`src/hdl/teq_pkg.sv`:
```
// ----------------------------------------------------------------------------
// teq_pkg: shared types and constants for the time-ordered event queue
// Event word layout, command codes, status codes and the cell control bundle.
// ----------------------------------------------------------------------------
`default_nettype none

package teq_pkg;

  localparam int unsigned QueueDepthDefault = 16;
  localparam int unsigned DevW  = 8;
  localparam int unsigned ValW  = 32;
  localparam int unsigned TimeW = 32;
  localparam int unsigned OccW  = 5;

  typedef enum logic [1:0] {
    KIND_INSERT    = 2'd0,
    KIND_REM_FIRST = 2'd1,
    KIND_REM_DEV   = 2'd2
  } teq_kind_e;

  typedef enum logic [1:0] {
    ST_OK        = 2'd0,
    ST_FULL      = 2'd1,
    ST_EMPTY     = 2'd2,
    ST_NOT_FOUND = 2'd3
  } teq_status_e;

  typedef struct packed {
    logic [DevW-1:0]         device;
    logic signed [ValW-1:0]  value;
    logic [TimeW-1:0]        etime;
  } teq_word_t;

  // Broadcast to every cell: insert enable and the incoming word
  typedef struct packed {
    logic      ins_en;
    teq_word_t word;
  } teq_ctrl_t;

endpackage : teq_pkg

`default_nettype wire

```
`src/hdl/teq_cell.sv`:
```
// ----------------------------------------------------------------------------
// teq_cell: one slot of the sorted event queue
// Holds one event; on insert takes the new word or its left neighbour's word,
// on removal takes its right neighbour's word.
// ----------------------------------------------------------------------------
`default_nettype none

module teq_cell
  import teq_pkg::*;
(
  input  wire logic      clk_i,
  input  wire logic      rst_ni,
  input  wire teq_ctrl_t ctrl_i,
  input  wire logic      shift_i,
  input  wire logic      left_gt_i,
  input  wire logic      left_valid_i,
  input  wire teq_word_t left_word_i,
  input  wire logic      right_valid_i,
  input  wire teq_word_t right_word_i,
  output logic           gt_o,
  output logic           match_o,
  output logic           valid_o,
  output teq_word_t      word_o
);

  logic      valid_q, valid_d;
  teq_word_t word_q, word_d;

  // an empty slot counts as later than any event
  assign gt_o    = !valid_q || (word_q.etime > ctrl_i.word.etime);
  assign match_o = valid_q && (word_q.device == ctrl_i.word.device);
  assign valid_o = valid_q;
  assign word_o  = word_q;

  always_comb begin
    valid_d = valid_q;
    word_d  = word_q;
    if (ctrl_i.ins_en) begin
      if (left_gt_i) begin
        valid_d = left_valid_i;
        word_d  = left_word_i;
      end else if (gt_o) begin
        valid_d = 1'b1;
        word_d  = ctrl_i.word;
      end
    end else if (shift_i) begin
      valid_d = right_valid_i;
      word_d  = right_word_i;
    end
  end

  always_ff @(posedge clk_i or negedge rst_ni) begin
    if (!rst_ni) begin
      valid_q <= 1'b0;
    end else begin
      valid_q <= valid_d;
    end
  end

  always_ff @(posedge clk_i) begin
    word_q <= word_d;
  end

endmodule : teq_cell

`default_nettype wire

```
`src/hdl/time_ordered_event_queue.sv`:
```
// ----------------------------------------------------------------------------
// time_ordered_event_queue: bounded event queue sorted by scheduled time
// Row of slot cells; inserts shift later events right, removals shift left.
// ----------------------------------------------------------------------------
//  channel  | ports                                           | handshake
//  command  | kind_i device_id_i event_value_i event_time_i   | start_i & !busy_o
//  result   | status_o head_valid_o head_device_o head_value_o| result_valid_o
//           | head_time_o occupancy_o                         | (one cycle)
//
//  One command per cycle; busy_o stays low. Every cell compares and moves in
//  the same cycle, the earliest-match search is one prefix over the match row.
//  The result word shows on the cycle after acceptance, for that cycle only.
//  Reset empties the queue at once (slot valid bits only).
//  The receiver cannot stall; results are never held.
// ----------------------------------------------------------------------------
`default_nettype none

module time_ordered_event_queue
  import teq_pkg::*;
#(
  parameter int unsigned QUEUE_DEPTH = QueueDepthDefault
) (
  input  wire logic               clk_i,
  input  wire logic               rst_ni,
  input  wire logic               start_i,
  output logic                    busy_o,
  input  wire logic [1:0]         kind_i,
  input  wire logic [DevW-1:0]    device_id_i,
  input  wire logic signed [ValW-1:0] event_value_i,
  input  wire logic [TimeW-1:0]   event_time_i,
  output logic                    result_valid_o,
  output logic [1:0]              status_o,
  output logic                    head_valid_o,
  output logic [DevW-1:0]         head_device_o,
  output logic signed [ValW-1:0]  head_value_o,
  output logic [TimeW-1:0]        head_time_o,
  output logic [OccW-1:0]         occupancy_o
);

  localparam int unsigned CntW = $clog2(QUEUE_DEPTH + 1);

  teq_ctrl_t              ctrl;
  logic [QUEUE_DEPTH-1:0] gt, match, valid, shift, seen;
  teq_word_t              words [QUEUE_DEPTH];
  logic                   accept, full, empty, found;
  logic                   rem_first_en, rem_dev_en;
  teq_status_e            status_d, status_q;
  logic                   strobe_q;
  logic [CntW-1:0]        occ_q, occ_d;

  assign busy_o = 1'b0;
  assign accept = start_i && !busy_o;
  assign full   = valid[QUEUE_DEPTH-1];
  assign empty  = !valid[0];
  assign found  = |match;

  // slots at or beyond the earliest matching device
  assign seen = match | ~(match - QUEUE_DEPTH'(1));

  always_comb begin
    ctrl.word.device = device_id_i;
    ctrl.word.value  = event_value_i;
    ctrl.word.etime  = event_time_i;
    ctrl.ins_en      = 1'b0;
    rem_first_en     = 1'b0;
    rem_dev_en       = 1'b0;
    status_d         = ST_OK;
    occ_d            = occ_q;
    case (teq_kind_e'(kind_i))
      KIND_INSERT: begin
        if (full) begin
          status_d = ST_FULL;
        end else begin
          ctrl.ins_en = accept;
          occ_d       = occ_q + CntW'(1);
        end
      end
      KIND_REM_FIRST: begin
        if (empty) begin
          status_d = ST_EMPTY;
        end else begin
          rem_first_en = accept;
          occ_d        = occ_q - CntW'(1);
        end
      end
      KIND_REM_DEV: begin
        if (empty) begin
          status_d = ST_EMPTY;
        end else if (!found) begin
          status_d = ST_NOT_FOUND;
        end else begin
          rem_dev_en = accept;
          occ_d      = occ_q - CntW'(1);
        end
      end
      default: ;
    endcase
  end

  assign shift = {QUEUE_DEPTH{rem_first_en}} | ({QUEUE_DEPTH{rem_dev_en}} & seen);

  for (genvar i = 0; i < QUEUE_DEPTH; i++) begin : g_cell
    logic      l_gt, l_valid, r_valid;
    teq_word_t l_word, r_word;
    if (i == 0) begin : g_first
      assign l_gt    = 1'b0;
      assign l_valid = 1'b0;
      assign l_word  = ctrl.word;
    end else begin : g_mid
      assign l_gt    = gt[i-1];
      assign l_valid = valid[i-1];
      assign l_word  = words[i-1];
    end
    if (i == QUEUE_DEPTH - 1) begin : g_last
      assign r_valid = 1'b0;
      assign r_word  = words[i];
    end else begin : g_inner
      assign r_valid = valid[i+1];
      assign r_word  = words[i+1];
    end
    teq_cell u_cell (
      .clk_i        (clk_i),
      .rst_ni       (rst_ni),
      .ctrl_i       (ctrl),
      .shift_i      (shift[i]),
      .left_gt_i    (l_gt),
      .left_valid_i (l_valid),
      .left_word_i  (l_word),
      .right_valid_i(r_valid),
      .right_word_i (r_word),
      .gt_o         (gt[i]),
      .match_o      (match[i]),
      .valid_o      (valid[i]),
      .word_o       (words[i])
    );
  end

  always_ff @(posedge clk_i or negedge rst_ni) begin
    if (!rst_ni) begin
      strobe_q <= 1'b0;
      status_q <= ST_OK;
      occ_q    <= '0;
    end else begin
      strobe_q <= accept;
      if (accept) begin
        status_q <= status_d;
        occ_q    <= occ_d;
      end
    end
  end

  assign result_valid_o = strobe_q;
  assign status_o       = status_q;
  assign head_valid_o   = valid[0];
  assign head_device_o  = valid[0] ? words[0].device : '0;
  assign head_value_o   = valid[0] ? words[0].value  : '0;
  assign head_time_o    = valid[0] ? words[0].etime  : '0;
  assign occupancy_o    = OccW'(occ_q);

  // occupied slots always form a run from slot 0
  assert property (@(posedge clk_i) disable iff (!rst_ni)
    (valid & (valid + QUEUE_DEPTH'(1))) == '0)
    else $error("queue slots not contiguous");

  assert property (@(posedge clk_i) disable iff (!rst_ni)
    $countones(valid) == int'(occ_q))
    else $error("occupancy count out of step with slots");

  assert property (@(posedge clk_i) disable iff (!rst_ni)
    accept |=> strobe_q)
    else $error("accepted command gave no result");

  assert property (@(posedge clk_i) disable iff (!rst_ni)
    strobe_q && (status_q == ST_FULL) |-> valid[QUEUE_DEPTH-1])
    else $error("full status with free slot");

  assert property (@(posedge clk_i) disable iff (!rst_ni)
    (ctrl.ins_en && !full) |-> !(rem_first_en || rem_dev_en))
    else $error("insert and removal in one cycle");

endmodule : time_ordered_event_queue

`default_nettype wire

```
`config.mk`:
```
export PLATFORM = sky130hd
export DESIGN_NAME = time_ordered_event_queue
export DESIGN_NICKNAME = d
export VERILOG_FILES = /design/src/hdl/teq_pkg.sv /design/src/hdl/teq_cell.sv /design/src/hdl/time_ordered_event_queue.sv
export SDC_FILE = /design/constraint.sdc
export NUM_CORES = 2
export LEC_CHECK = 0
export BUFFER_PORTS_ARGS = -buffer_cell sky130_fd_sc_hd__clkbuf_2
export CAP_MARGIN = 10
export CORE_MARGIN = 2
export CORE_UTILIZATION = 40
export DETAILED_ROUTE_END_ITERATION = 10
export PLACE_DENSITY = 0.62
export SETUP_SLACK_MARGIN = 0.02
export SLEW_MARGIN = 20
export SYNTH_ARGS = -nofsm -noshare
export SYNTH_HDL_FRONTEND = slang
export SYNTH_SLANG_ARGS = --single-unit
export TNS_END_PERCENT = 100
```
`constraint.sdc`:
```
create_clock -name clk_i -period 17.35 [get_ports clk_i]
set_clock_uncertainty 0.1 [all_clocks]
set_input_delay 2.6025 -clock clk_i [delete_from_list [all_inputs] [get_ports clk_i]]
set_output_delay 2.6025 -clock clk_i [all_outputs]
set_load 0.02 [all_outputs]
```
==> run summary <==
The number of buffers and inverters on the critical path is 5. Headroom to the max-slew limit came out at 17.1%. Yosys instantiated no cell more often than sky130_fd_sc_hd__nand2_1.

For this design the static power due to leakage is 30.2 nW. Static timing analysis puts the maximum clock frequency at 0.131 GHz. The pre-CTS setup slack came out at 9050 ps.

The async set or reset register ratio after synthesis came out at 2.04%. Buffers inserted to repair hold after CTS numbered 0. The horizontal die dimension was 435 um; the number of vias per cell was 6.34.

Summed over its instances, the top area cell type makes up 46.5% of the synthesized netlist area. The type of the most critical hold path was flop to flop. For this design, the sink count on the clock tree is 1176.

Post-CTS timing repair inserted 0 buffers for setup. The floorplan step defined a die boundary enclosing 0.189 mm^2. The run finished with clean final reports. The number of hold violations in the final report is 0.

By startpoint and endpoint, the worst setup path is classified as input pin to flop. The worst setup path is captured at a flop. The run gives 43.9% as the fraction of the core area covered by cells at the end of the flow. Signed area change from the synthesized netlist to the final layout: 9.24%. The cell count after placement is 9327. At the pin with the least slew margin, the transition time is 1240 ps. Walking the worst path, the cells encountered are clkbuf_2 -> inv_1 -> ha_1 -> nand4_1 -> nor4_2 -> nand3_1 -> a21o_1 -> nand4_1 -> buf_4 -> nand2_2 -> a31oi_4 -> buf_4 -> buf_4. The logs give 9597 for the post-layout instance count excluding filler cells and 27 for the number of antenna violations at the first check in global routing. For the row count, the log shows 158.

The cell count after synthesis came out at 7216. The later-pin clock latency in the skew report was 830 ps. The first detailed-routing pass took 6 iterations.

Number of buffers created by CTS: 142. The top flip-flop cell by instance count after synthesis is sky130_fd_sc_hd__edfxtp_1. The setup slack of the critical path after layout came out at 9710 ps. Counting every net in the synthesized netlist gives 7781. The number of nets in the layout is 7556. The die is 435 um tall. The library cell occupying the most area in the post-synthesis netlist was sky130_fd_sc_hd__edfxtp_1. During I/O placement, the number of pins put on the boundary was 159. The run gives 372 ps as the final hold slack. Maximum vdd drop: 106 uV.

For this configuration, the core starts out at a cell density of 40.2%. Yosys printed 0 warnings. After detailed routing, the average wire length per cell comes to 28.8 um.

The logs give 17527 for the number of fillers in the final layout and 17660 ps for the critical path data required time. Buffers placed on the I/O ports in this run total 157. Detailed-route DRC error count: 0. The cell with the largest stage delay on the worst path is sky130_fd_sc_hd__buf_4.

The synthesis-stage register bit count is 1176. The clock passes through at most 3 buffers. Number of max-capacitance violations reported: 0. In the post-synthesis netlist, the biggest area contributors are sky130_fd_sc_hd__edfxtp_1, sky130_fd_sc_hd__ha_1, sky130_fd_sc_hd__nand2_1.

The final critical path takes up 44.0% of the cycle. The critical path data arrival time is 7950 ps, and the share of post-route cells with drive strength above 1 is 11.7%. The largest single stage delay on the critical path is 710 ps. After synthesis, flip-flops and latches occupy 47.3% of the total area. In this run, the number of DRC markers left after iteration 0 of detailed routing was 7875.

On the critical path the largest part of the delay comes from buffers and inverters. Post-detailed-route count of antenna-violating nets: 0. Routability-driven placement finished with a final weighted congestion of 0.938. For this design the ratio of total power to cell area is 110 mW/mm^2. Setup repair after global routing left no endpoint under its margin. The wire length of the first global-routing pass is 400000 um, and the clock transition at the registers of the reported paths is 60 ps. The logs give 57705 for the via count of the first global-routing pass and 60867 for the total number of vias. Among the stages of the critical path, the cell type that occurs most often is sky130_fd_sc_hd__buf_4. After synthesis, the most frequently instantiated cells are sky130_fd_sc_hd__nand2_1, sky130_fd_sc_hd__edfxtp_1, sky130_fd_sc_hd__ha_1. The tools report the root cell of the clock tree as sky130_fd_sc_hd__clkbuf_16. The type of origin of the critical path is an input pin.

The synthesized area was 0.0743 mm^2; the number of distinct standard cells referenced by the synthesized netlist was 75. In the global route stage, overall resource usage came out at 28.1%. The run gives 0.185 mm^2 as the area inside the core boundary. In the final layout, the multi-input gates occupy 0.0364 mm^2. The average size of a mapped cell is 10.3 um^2. The clock tree synthesis step divided the H-tree into 4 levels. Entering global routing, the biggest net connects 231 pins.

The largest fanout on the critical path is 42, and the post-route minimum period is 7640 ps. The final count of pins violating max slew is 0. Once the clock tree was built, the resizer swapped 0 gates to a different size. The sequential standard cell area was 0.0352 mm^2; the total congestion overflow was 0.

Summed over all layers, the routed wires come to 276000 um. In this run, synthesis inferred 1152 flip-flops with an integrated enable. In the final timing run, aggregate negative setup slack is 0 ps. Setup violations remaining at the end of the flow were counted as 0.

For the detailed placement HPWL, the log shows 176000 um. TritonCTS built the clock tree.
## flip-flops by register name (all words and copies together), names as in the netlist
register and cells:
g_cell.u_cell.valid_o 16, occupancy_o 5, status_o 2, result_valid_o 1, g_cell.u_cell.word_o 1152
## worst paths after layout
check | cells after the start | to | startpoint | slack, ps
max reg2reg | 9 | g_cell[8].u_cell.word_o[25] | g_cell[15].u_cell.valid_o | 11670
max | 13 | g_cell[12].u_cell.word_o[22] | event_time_i[21] | 9710
max in group asynchronous | 1 | g_cell[0].u_cell.valid_o | rst_ni | 14810
min reg2reg | 1 | occupancy_o[4] | occupancy_o[4] | 370
min in group asynchronous | 1 | occupancy_o[1] | rst_ni | 1740
min | 1 | occupancy_o[4] | occupancy_o[4] | 370
## stage by stage
step / power, mW / cell area, um^2
floorplan: 5.19 / 74300
CTS: 8.94 / 81200
global placement: 5.92 / 76600
global route: 9.25 / 81200
detailed placement: 5.96 / 76600
finish: 8.96 / 81200
## where the power goes
part / leakage [nW] / internal, mW / switching [mW]
Sequential: 10.8 / 3.45 / 0.214
Combinational: 17.2 / 0.756 / 1.54
Clock: 2.22 / 1.69 / 1.31
Total: 30.2 / 5.89 / 3.07
## cells in the final DEF (no fill, tap or decap), drive strengths merged, types with 6 or more instances in the layout
master and count:
a31o 33, ha 487, nor4 19, xnor2 102, mux2 294, edfxtp 1152, xor2 31, nor3 34
and4 22, a31oi 128, o21a 19, a22oi 218, nor2 470, a221oi 9, clkbuf 332, nand3 367
nand2 1201, o211ai 85, mux2i 297, dfrtp 24, and2 118, bufinv 9, nand4 101, clkinv 68
inv 65, a21oi 264, and3 15, o21ai 502, a211oi 7, diode 11, nor2b 33, buf 112
a221o 290, or3 6, nand2b 8, a21o 128
## routing by layer
| metal | up-vias | part of all wire, % | global-route usage, % |
|---|---|---|---|
| li1 | 26588 | - | - |
| met1 | 30064 | 41 | 38.6 |
| met2 | 3587 | 45 | 43.4 |
| met3 | 612 | 9.5 | 4.97 |
| met4 | 16 | 4.8 | 12.8 |
| met5 | - | 0.035 | 0 |
## area by class of cell
| type | instances | area share [%] |
|---|---|---|
| well taps | 2480 | 3.82 |
| clock buffers | 175 | 4.63 |
| clock inverters | 84 | 0.983 |
| repair buffers | 269 | 2.08 |
| diodes | 11 | 0.0339 |
| multi-input cells | 5342 | 44.8 |
| inverters | 60 | 0.287 |
| flip-flops and latches | 1176 | 43.3 |
## cell families (layout without fill, tap and decap cells)
| family | Yosys count | count (layout) | synth area share (%) |
|---|---|---|---|
| AOI/OAI and AO/OA | 1720 | 1720 | 15.7 |
| xor gates and xnor gates | 133 | 133 | 1.57 |
| adders and majority gates | 488 | 488 | 8.22 |
| buffers and inverters | 698 | 588 | 4.25 |
| DFF | 1176 | 1176 | 47.3 |
| muxes | 591 | 591 | 8.81 |
| other | 1 | 12 | 0.00504 |
| and+or+nand+nor | 2409 | 2409 | 14.1 |
No activity file was read; power rests on OpenSTA's default activity.
